===== config.mk =====
export PLATFORM = sky130hd
export DESIGN_NAME = servo_position_loop
export DESIGN_NICKNAME = d
export VERILOG_FILES = /design/src/rtl/spl_pkg.sv /design/src/rtl/servo_position_loop.sv
export VERILOG_INCLUDE_DIRS = /design/src /design/src/rtl
export SDC_FILE = /design/constraint.sdc
export NUM_CORES = 1
export LEC_CHECK = 0
export ABC_CLOCK_PERIOD_IN_PS = 12500
export CAP_MARGIN = 30
export CORE_MARGIN = 3
export CORE_UTILIZATION = 25
export DETAILED_ROUTE_END_ITERATION = 8
export DONT_BUFFER_PORTS = 1
export HOLD_SLACK_MARGIN = 0.05
export PLACE_DENSITY = 0.42
export SETUP_SLACK_MARGIN = 0.3
export SLEW_MARGIN = 25
export SYNTH_ARGS = -nofsm -noshare
export SYNTH_HDL_FRONTEND = slang
export SYNTH_SLANG_ARGS = --single-unit

===== constraint.sdc =====
create_clock -name aclk -period 12.5 [get_ports aclk]
set_input_delay 1.875 -clock aclk [delete_from_list [all_inputs] [get_ports aclk]]
set_output_delay 1.875 -clock aclk [all_outputs]
set_load 0.05 [all_outputs]

===== src/rtl/servo_position_loop_defines.svh =====
// Assertion macros shared by the servo position loop RTL.
`ifndef SERVO_POSITION_LOOP_DEFINES_SVH
`define SERVO_POSITION_LOOP_DEFINES_SVH

// Same-cycle implication, checked out of reset.
`define SPL_ASSERT_IMPLY(label, clk, rstn, ante, cons, msg) \
    label: assert property (@(posedge clk) disable iff (!(rstn)) (ante) |-> (cons)) \
        else $error(msg);

// Next-cycle implication, checked out of reset.
`define SPL_ASSERT_NEXT(label, clk, rstn, ante, cons, msg) \
    label: assert property (@(posedge clk) disable iff (!(rstn)) (ante) |=> (cons)) \
        else $error(msg);

`endif


===== src/rtl/spl_pkg.sv =====
// Package for the servo position loop: widths, constants, state and register codes.
package spl_pkg;

    // Field widths
    localparam int ANGLE_W   = 12;
    localparam int TARGET_W  = 18;
    localparam int POS_W     = 30;
    localparam int OFFSET_W  = 21;
    localparam int GAIN_W    = 8;
    localparam int PWM_W     = 8;
    localparam int CFG_IDX_W = 3;
    localparam int CFG_DATA_W = 21;

    // Default turn counter width
    localparam int TURN_BITS_DEF = 12;

    // Wrap detection thresholds on the encoder angle
    localparam int WRAP_HI = 4000;
    localparam int WRAP_LO = 100;

    // One encoder count is 45/512 degree
    localparam int POS_SCALE = 45;

    // Drive magnitude = |gain * error| / 8192, rounded half away from zero
    localparam int DUTY_SHIFT = 13;
    localparam int ROUND_BIAS = 4096;
    localparam int DUTY_MAX   = 255;

    // Register reset values
    localparam int RST_PROP_GAIN    = 32;
    localparam int RST_STALL_BOOST  = 15;
    localparam int RST_TARGET_UPPER = 15360;
    localparam int RST_TARGET_LOWER = -46080;

    // Configuration register indexes
    typedef enum logic [CFG_IDX_W-1:0] {
        CFG_ZERO_OFFSET     = 3'd0,
        CFG_COUNT_DIRECTION = 3'd1,
        CFG_PROP_GAIN       = 3'd2,
        CFG_STALL_BOOST     = 3'd3,
        CFG_TARGET_UPPER    = 3'd4,
        CFG_TARGET_LOWER    = 3'd5
    } cfg_index_t;

    // Sequencer states
    typedef enum logic [2:0] {
        ST_IDLE,
        ST_RAW,
        ST_POS,
        ST_ERR,
        ST_PROD,
        ST_DUTY
    } spl_state_t;

endpackage


===== src/rtl/servo_position_loop.sv =====
// Multi-turn encoder position loop with proportional H-bridge drive.
//
//  channel | ports                                   | direction
//  --------+-----------------------------------------+----------
//  input   | s_valid/s_ready, s_encoder_angle,       | in
//          | s_target_position                       |
//  result  | m_valid/m_ready, m_drive_enable,        | out
//          | m_pwm_forward, m_pwm_reverse, m_position|
//  config  | cfg_valid/cfg_ready, cfg_index, cfg_data| in
//
// An input beat passes through the steps RAW, POS, ERR, PROD and DUTY before its
// result beat is offered; no new input beat is taken until the sequencer is back in
// IDLE, so one item is in flight at a time. The steps come from one shared multiplier,
// used once to scale the raw count to 1/512 degree and once to apply the gain, plus
// the steps around it. A stalled result beat holds the sequencer in its last step until taken.
// Reset (aresetn low, synchronous) clears turn count and last angle and loads the
// register defaults. Configuration beats are always taken (cfg_ready high).
module servo_position_loop
    import spl_pkg::*;
#(
    parameter int TURN_BITS = TURN_BITS_DEF
) (
    input  logic                       aclk,
    input  logic                       aresetn,
    // input channel
    input  logic                       s_valid,
    output logic                       s_ready,
    input  logic [ANGLE_W-1:0]         s_encoder_angle,
    input  logic signed [TARGET_W-1:0] s_target_position,
    // result channel
    output logic                       m_valid,
    input  logic                       m_ready,
    output logic                       m_drive_enable,
    output logic [PWM_W-1:0]           m_pwm_forward,
    output logic [PWM_W-1:0]           m_pwm_reverse,
    output logic signed [POS_W-1:0]    m_position,
    // configuration channel
    input  logic                       cfg_valid,
    output logic                       cfg_ready,
    input  logic [CFG_IDX_W-1:0]       cfg_index,
    input  logic [CFG_DATA_W-1:0]      cfg_data
);

`include "servo_position_loop_defines.svh"

    // Derived widths
    localparam int TB_W    = TURN_BITS + ANGLE_W;
    localparam int RAW_W   = ((TB_W > OFFSET_W) ? TB_W : OFFSET_W) + 1;
    localparam int ERR_W   = POS_W + 1;
    localparam int MUL_A_W = (RAW_W > ERR_W) ? RAW_W : ERR_W;
    localparam int MUL_B_W = GAIN_W + 2;
    localparam int PROD_W  = MUL_A_W + MUL_B_W;

    localparam logic signed [TURN_BITS-1:0] TC_MAX = {1'b0, {(TURN_BITS-1){1'b1}}};
    localparam logic signed [TURN_BITS-1:0] TC_MIN = {1'b1, {(TURN_BITS-1){1'b0}}};
    localparam logic signed [PROD_W-1:0] POS_HI = PROD_W'(2**(POS_W-1) - 1);
    localparam logic signed [PROD_W-1:0] POS_LO = PROD_W'(-(2**(POS_W-1)));

    // Configuration registers
    logic signed [OFFSET_W-1:0] zero_offset_reg;
    logic                       count_direction_reg;
    logic [GAIN_W-1:0]          prop_gain_reg;
    logic [PWM_W-1:0]           stall_boost_reg;
    logic signed [TARGET_W-1:0] target_upper_reg;
    logic signed [TARGET_W-1:0] target_lower_reg;

    // Control state
    spl_state_t                 state_reg, state_next;
    logic [ANGLE_W-1:0]         last_angle_reg, last_angle_next;
    logic signed [TURN_BITS-1:0] turn_count_reg, turn_count_next;
    logic                       m_valid_reg, m_valid_next;

    // Datapath registers
    logic [ANGLE_W-1:0]         angle_reg, angle_next;
    logic signed [TARGET_W-1:0] target_reg, target_next;
    logic                       stalled_reg, stalled_next;
    logic signed [RAW_W-1:0]    raw_reg, raw_next;
    logic signed [POS_W-1:0]    pos_reg, pos_next;
    logic signed [ERR_W-1:0]    err_reg, err_next;
    logic signed [PROD_W-1:0]   prod_reg, prod_next;
    logic [PWM_W-1:0]           fwd_reg, fwd_next;
    logic [PWM_W-1:0]           rev_reg, rev_next;
    logic signed [POS_W-1:0]    out_pos_reg, out_pos_next;

    // Shared multiplier
    logic signed [MUL_A_W-1:0]  mul_a;
    logic signed [MUL_B_W-1:0]  mul_b;
    logic signed [PROD_W-1:0]   mul_p;

    // Helpers
    logic                       in_beat;
    logic                       wrap_up, wrap_dn;
    logic signed [RAW_W-1:0]    raw_sum, zo_ext;
    logic [PROD_W-1:0]          mag, rounded, duty_sum;
    logic [PWM_W-1:0]           duty;
    logic                       prod_zero;

    assign in_beat        = s_valid && s_ready;
    assign s_ready        = (state_reg == ST_IDLE);
    assign m_valid        = m_valid_reg;
    assign m_drive_enable = 1'b1;
    assign m_pwm_forward  = fwd_reg;
    assign m_pwm_reverse  = rev_reg;
    assign m_position     = out_pos_reg;
    assign cfg_ready      = 1'b1;

    // Configuration writes
    always_ff @(posedge aclk) begin
        if (!aresetn) begin
            zero_offset_reg     <= '0;
            count_direction_reg <= 1'b1;
            prop_gain_reg       <= GAIN_W'(RST_PROP_GAIN);
            stall_boost_reg     <= PWM_W'(RST_STALL_BOOST);
            target_upper_reg    <= TARGET_W'(RST_TARGET_UPPER);
            target_lower_reg    <= TARGET_W'(RST_TARGET_LOWER);
        end else if (cfg_valid && cfg_ready) begin
            unique case (cfg_index)
                CFG_ZERO_OFFSET:     zero_offset_reg     <= OFFSET_W'(cfg_data);
                CFG_COUNT_DIRECTION: count_direction_reg <= cfg_data[0];
                CFG_PROP_GAIN:       prop_gain_reg       <= cfg_data[GAIN_W-1:0];
                CFG_STALL_BOOST:     stall_boost_reg     <= cfg_data[PWM_W-1:0];
                CFG_TARGET_UPPER:    target_upper_reg    <= cfg_data[TARGET_W-1:0];
                CFG_TARGET_LOWER:    target_lower_reg    <= cfg_data[TARGET_W-1:0];
                default: ;
            endcase
        end
    end

    // Turn wrap detection on the incoming angle
    assign wrap_up = (last_angle_reg > ANGLE_W'(WRAP_HI)) &&
                     (s_encoder_angle < ANGLE_W'(WRAP_LO));
    assign wrap_dn = (last_angle_reg < ANGLE_W'(WRAP_LO)) &&
                     (s_encoder_angle > ANGLE_W'(WRAP_HI));

    // Raw count with offset and direction
    assign raw_sum = (RAW_W'(turn_count_reg) <<< ANGLE_W) +
                     RAW_W'($signed({1'b0, angle_reg}));
    assign zo_ext  = RAW_W'(zero_offset_reg);

    // Shared multiplier operand select
    always_comb begin
        if (state_reg == ST_PROD) begin
            mul_a = MUL_A_W'(err_reg);
            mul_b = $signed({2'b00, prop_gain_reg});
        end else begin
            mul_a = MUL_A_W'(raw_reg);
            mul_b = MUL_B_W'(POS_SCALE);
        end
    end
    assign mul_p = PROD_W'(mul_a) * PROD_W'(mul_b);

    // Duty: magnitude, rounding, stall boost, saturation
    assign prod_zero = (prod_reg == '0);
    assign mag       = prod_reg[PROD_W-1] ? PROD_W'(-prod_reg) : PROD_W'(prod_reg);
    assign rounded   = (mag + PROD_W'(ROUND_BIAS)) >> DUTY_SHIFT;
    assign duty_sum  = rounded + (stalled_reg ? PROD_W'(stall_boost_reg) : '0);
    always_comb begin
        if (prod_zero) begin
            duty = '0;
        end else if (duty_sum > PROD_W'(DUTY_MAX)) begin
            duty = PWM_W'(DUTY_MAX);
        end else begin
            duty = duty_sum[PWM_W-1:0];
        end
    end

    // Sequencer
    always_comb begin
        state_next      = state_reg;
        last_angle_next = last_angle_reg;
        turn_count_next = turn_count_reg;
        m_valid_next    = m_valid_reg;
        angle_next      = angle_reg;
        target_next     = target_reg;
        stalled_next    = stalled_reg;
        raw_next        = raw_reg;
        pos_next        = pos_reg;
        err_next        = err_reg;
        prod_next       = prod_reg;
        fwd_next        = fwd_reg;
        rev_next        = rev_reg;
        out_pos_next    = out_pos_reg;

        if (m_valid_reg && m_ready) begin
            m_valid_next = 1'b0;
        end

        unique case (state_reg)
            ST_IDLE: begin
                if (in_beat) begin
                    // turn count, stall flag and target clamp
                    if (wrap_up && (turn_count_reg < TC_MAX)) begin
                        turn_count_next = turn_count_reg + 1'b1;
                    end else if (wrap_dn && (turn_count_reg > TC_MIN)) begin
                        turn_count_next = turn_count_reg - 1'b1;
                    end
                    stalled_next    = (s_encoder_angle == last_angle_reg);
                    last_angle_next = s_encoder_angle;
                    angle_next      = s_encoder_angle;
                    if (s_target_position > target_upper_reg) begin
                        target_next = target_upper_reg;
                    end else if (s_target_position < target_lower_reg) begin
                        target_next = target_lower_reg;
                    end else begin
                        target_next = s_target_position;
                    end
                    state_next = ST_RAW;
                end
            end
            ST_RAW: begin
                raw_next   = count_direction_reg ? (raw_sum - zo_ext) : (zo_ext - raw_sum);
                state_next = ST_POS;
            end
            ST_POS: begin
                // scale to 1/512 degree and saturate
                if (mul_p > POS_HI) begin
                    pos_next = POS_HI[POS_W-1:0];
                end else if (mul_p < POS_LO) begin
                    pos_next = POS_LO[POS_W-1:0];
                end else begin
                    pos_next = mul_p[POS_W-1:0];
                end
                state_next = ST_ERR;
            end
            ST_ERR: begin
                err_next   = ERR_W'(target_reg) - ERR_W'(pos_reg);
                state_next = ST_PROD;
            end
            ST_PROD: begin
                prod_next  = mul_p;
                state_next = ST_DUTY;
            end
            ST_DUTY: begin
                // wait for the output register to free up
                if (!m_valid_reg || m_ready) begin
                    if (!prod_reg[PROD_W-1] && !prod_zero) begin
                        fwd_next = duty;
                        rev_next = '0;
                    end else begin
                        fwd_next = '0;
                        rev_next = duty;
                    end
                    out_pos_next = pos_reg;
                    m_valid_next = 1'b1;
                    state_next   = ST_IDLE;
                end
            end
            default: state_next = ST_IDLE;
        endcase
    end

    // Control registers
    always_ff @(posedge aclk) begin
        if (!aresetn) begin
            state_reg      <= ST_IDLE;
            last_angle_reg <= '0;
            turn_count_reg <= '0;
            m_valid_reg    <= 1'b0;
        end else begin
            state_reg      <= state_next;
            last_angle_reg <= last_angle_next;
            turn_count_reg <= turn_count_next;
            m_valid_reg    <= m_valid_next;
        end
    end

    // Datapath registers
    always_ff @(posedge aclk) begin
        angle_reg   <= angle_next;
        target_reg  <= target_next;
        stalled_reg <= stalled_next;
        raw_reg     <= raw_next;
        pos_reg     <= pos_next;
        err_reg     <= err_next;
        prod_reg    <= prod_next;
        fwd_reg     <= fwd_next;
        rev_reg     <= rev_next;
        out_pos_reg <= out_pos_next;
    end

    // Checks
    `SPL_ASSERT_IMPLY(a_busy_not_ready, aclk, aresetn, state_reg != ST_IDLE, !s_ready, "input ready while busy")
    `SPL_ASSERT_NEXT(a_beat_starts, aclk, aresetn, in_beat, state_reg == ST_RAW, "accepted beat did not start sequence")
    `SPL_ASSERT_NEXT(a_duty_holds, aclk, aresetn, (state_reg == ST_DUTY) && m_valid_reg && !m_ready, (state_reg == ST_DUTY) && $stable(fwd_reg) && $stable(rev_reg), "pending result overwritten")
    `SPL_ASSERT_IMPLY(a_one_leg, aclk, aresetn, m_valid_reg, (fwd_reg == '0) || (rev_reg == '0), "both bridge legs driven")

endmodule

==> impl_metrics.tcl <==
set metrics [dict create \
    outcome "completed" \
    nNetsFinal 3480 \
    rsz0062_at_grt "no" \
    cts_buffer_depth 3 \
    largest_register_ffs 40 \
    start_util_pct 25.4 \
    grt_max_degree 68 \
    hold_violations 0 \
    ff2ff_setup_slack_ps 4130 \
    cap_viol_max_count 0 \
    cp.arrival_ps 8650 \
    power.switching_mw 3.21 \
    final_core_util_pct 28.1 \
    cts.sink_count 305 \
    synth_cells 3084 \
    io_pins 109 \
    dominantRegCellSynth "edfxtp_1" \
    path_clk_slew_ps 50 \
    fin_cells 4519 \
    r2r_end "pos_reg[1]" \
    crit_end "pos_reg[1]" \
    viasPerCell 4.70 \
    hold_buffers 0 \
    synth_area_mm2 0.0279 \
    fin_tns_setup_ps 0 \
    crit_type "reg -> reg" \
    portBuffers 0 \
    yosys_warnings 0 \
    cts_tree "built" \
    seqPwrFrac_pct 24.0 \
    htreeDepth 2 \
    post_cts_buffers 0 \
    grt_pass1_vias 21600 \
    leakagePower_nw 13.2 \
    grt_overflow 0 \
    seq_area_frac_synth_pct 29.2 \
    clockRootBuffer "clkbuf_16" \
    power.ir.vdd_worst_uv 223 \
    wirelength_um 82100 \
    insertion_delay_ps 570 \
    startpoint_type "register" \
    dpl.hpwl_um 64600 \
    die_h_um 340 \
    grt_usage_pct 14.1 \
    core_mm2 0.110 \
    worst_pin_slew_ps 967 \
    multi_input_area_mm2 0.0175 \
    postCtsResizedCells 0 \
    dr.pass1.iters 5 \
    cts-buffers-inserted 38 \
    drtAntennaViolNets 0 \
    fmax_ghz 0.119 \
    r2r-start "state_reg[1]" \
    totalPowerFinal_mw 7.04 \
    drc_errors 0 \
    p_clk_share_pct 16.7 \
    p_comb_share_pct 59.3 \
    p_sw_share_pct 45.6 \
    crit_path_start "state_reg[1]" \
    synth.top_cell.area_share_pct 21.9 \
    synth.largest_area_cell "edfxtp_1" \
    endpoint_kind "register" \
    skew_ps 30.6 \
    synthDistinctLibCells 97 \
    avgSynthCellArea_um2 9.04 \
    fillers 11800 \
    internal_power_mw 3.83 \
    area_growth_pct 10.4 \
    maxSlewViolCount 0 \
    synthMostInstantiatedCell "inv_1" \
    hold_path_class "reg -> reg" \
    synth_edf_count 203 \
    critPathMaxFanout 54 \
    place.gp.congestion 0.799 \
    dieArea_mm2 0.116 \
    die_x_um 340 \
    ys_ff_latch 305 \
    post-route-period-util_pct 67.0 \
    vias 21200 \
    power_density_mw_per_mm2 229 \
    antenna_found_initial 0 \
    ys_async_sr_fraction_pct 0 \
    regArea_mm2 0.00814 \
    grt_pass1_wl_um 130000 \
    synthTopCellsByArea "edfxtp_1, fa_1, ha_1" \
    max-slew-margin-rel_pct 35.5 \
    layout-drive-gt1-share_pct 4.90 \
    synth_common_cells "inv_1, nand2_1, a21oi_1, ha_1, edfxtp_1" \
    rr_worst_depth 27 \
    setup_viol_count_final 0 \
    initialDrtViolationCount 1097 \
    wl_per_cell_um 18.2 \
    cp.required_ps 12770 \
    core.rowCount 121 \
    min_period_ps 8370 \
    dp_cells 4447 \
]
==> through the flow <==
stage / hold WS (ps) / instance area [µm²] / setup slack, ps
2_1_floorplan: 426 / 27900 / 4190
3_5_place_dp: 447 / 29500 / 4170
5_1_grt: 465 / 30800 / 3510
6_report: 450 / 30800 / 4130
4_1_cts: 454 / 30800 / 4100
3_3_place_gp: 440 / 29400 / 4180
==> cell usage in the layout (no fill, tap or decap), types with 16 or more instances in the layout <==
| cell type | netlist | layout |
|---|---|---|
| inv_1 | 458 | 457 |
| nand2_1 | 313 | 312 |
| a21oi_1 | 273 | 273 |
| ha_1 | 212 | 212 |
| edfxtp_1 | 203 | 203 |
| fa_1 | 197 | 197 |
| xnor2_1 | 115 | 115 |
| nor2_1 | 113 | 110 |
| o21ai_0 | 104 | 103 |
| dfxtp_1 | 102 | 100 |
| a21o_1 | 96 | 96 |
| and3_1 | 85 | 85 |
| and2_1 | 53 | 53 |
| mux2i_1 | 42 | 42 |
| nand4_1 | 39 | 39 |
| clkbuf_16 | 0 | 39 |
| nand3_1 | 38 | 38 |
| xor2_1 | 35 | 35 |
| nor3_1 | 34 | 33 |
| a22oi_1 | 31 | 31 |
| a22o_1 | 25 | 25 |
| buf_4 | 2 | 24 |
| or3_1 | 23 | 23 |
| o21a_1 | 22 | 22 |
| nor2b_1 | 20 | 20 |
| o211ai_1 | 20 | 20 |
| o21bai_1 | 20 | 20 |
| a211oi_1 | 20 | 20 |
| nand2b_1 | 18 | 18 |
| o31ai_1 | 18 | 18 |
| a31oi_1 | 16 | 16 |
==> layout make-up <==
type / instances / area share [%]
sequential: 305 / 26.4
clock buffer: 43 / 3.25
multi-input combinational: 2179 / 56.9
inverter: 461 / 5.62
clock inverter: 27 / 1.00
timing repair buffer: 27 / 0.760
tap: 1476 / 6.00
antenna: 1 / 0.00813
==> metal layers <==
metal / global-route usage [%] / share of wire [%]
met1: 20.1 / 49
met2: 22.1 / 44
met3: 3.04 / 5.0
met4: 2.42 / 1.4
met5: 0 / 0
==> worst max-delay path, cell delays in order (launching register included) <==
cell	delay (ps)
dfxtp_1	390
nor2_1	330
nand2_2	110
inv_2	570
buf_4	640
and3_1	240
ha_1	130
inv_1	50
fa_1	520
inv_1	50
fa_1	520
inv_1	50
fa_1	520
inv_1	40
ha_1	340
and3_1	170
a221o_1	360
o22ai_1	390
o311a_1	270
nor3_1	120
or4_1	600
nand3_1	100
nor3b_1	170
inv_1	90
or4_1	550
o41ai_2	210
buf_4	330
o21ai_0	160
==> power by group through the flow <==
stage	logic, mW	registers, mW	clock network, mW
finish	4.17	1.69	1.17
CTS	4.24	1.69	1.22
floorplan	3.05	1.61	0
global placement	4.21	1.72	0
detailed placement	4.22	1.71	0
global route	4.77	1.70	1.26
==> cell families (layout without fill, tap and decap cells) <==
logic type,after synthesis,count (layout),share of synthesized area (%)
simple gates,820,820,14.9
compound gates,749,749,17.6
buf+inv,601,558,8.16
fa+ha+maj,409,409,23.7
flops,305,305,29.2
xor+xnor,150,150,4.71
mux,49,49,1.79
other cells,1,3,0.0134
==> how the worst min path moves through the flow <==
stage,start,end,cells past startpoint
2_1_floorplan,pos_reg[10],m_position[10],0
3_3_place_gp,stall_boost_reg[7],stall_boost_reg[7],2
3_5_place_dp,stall_boost_reg[4],stall_boost_reg[4],2
4_1_cts,stall_boost_reg[4],stall_boost_reg[4],2
5_1_grt,stall_boost_reg[4],stall_boost_reg[4],2
6_report,stall_boost_reg[4],stall_boost_reg[4],2
(Power assumes the default switching activity.)
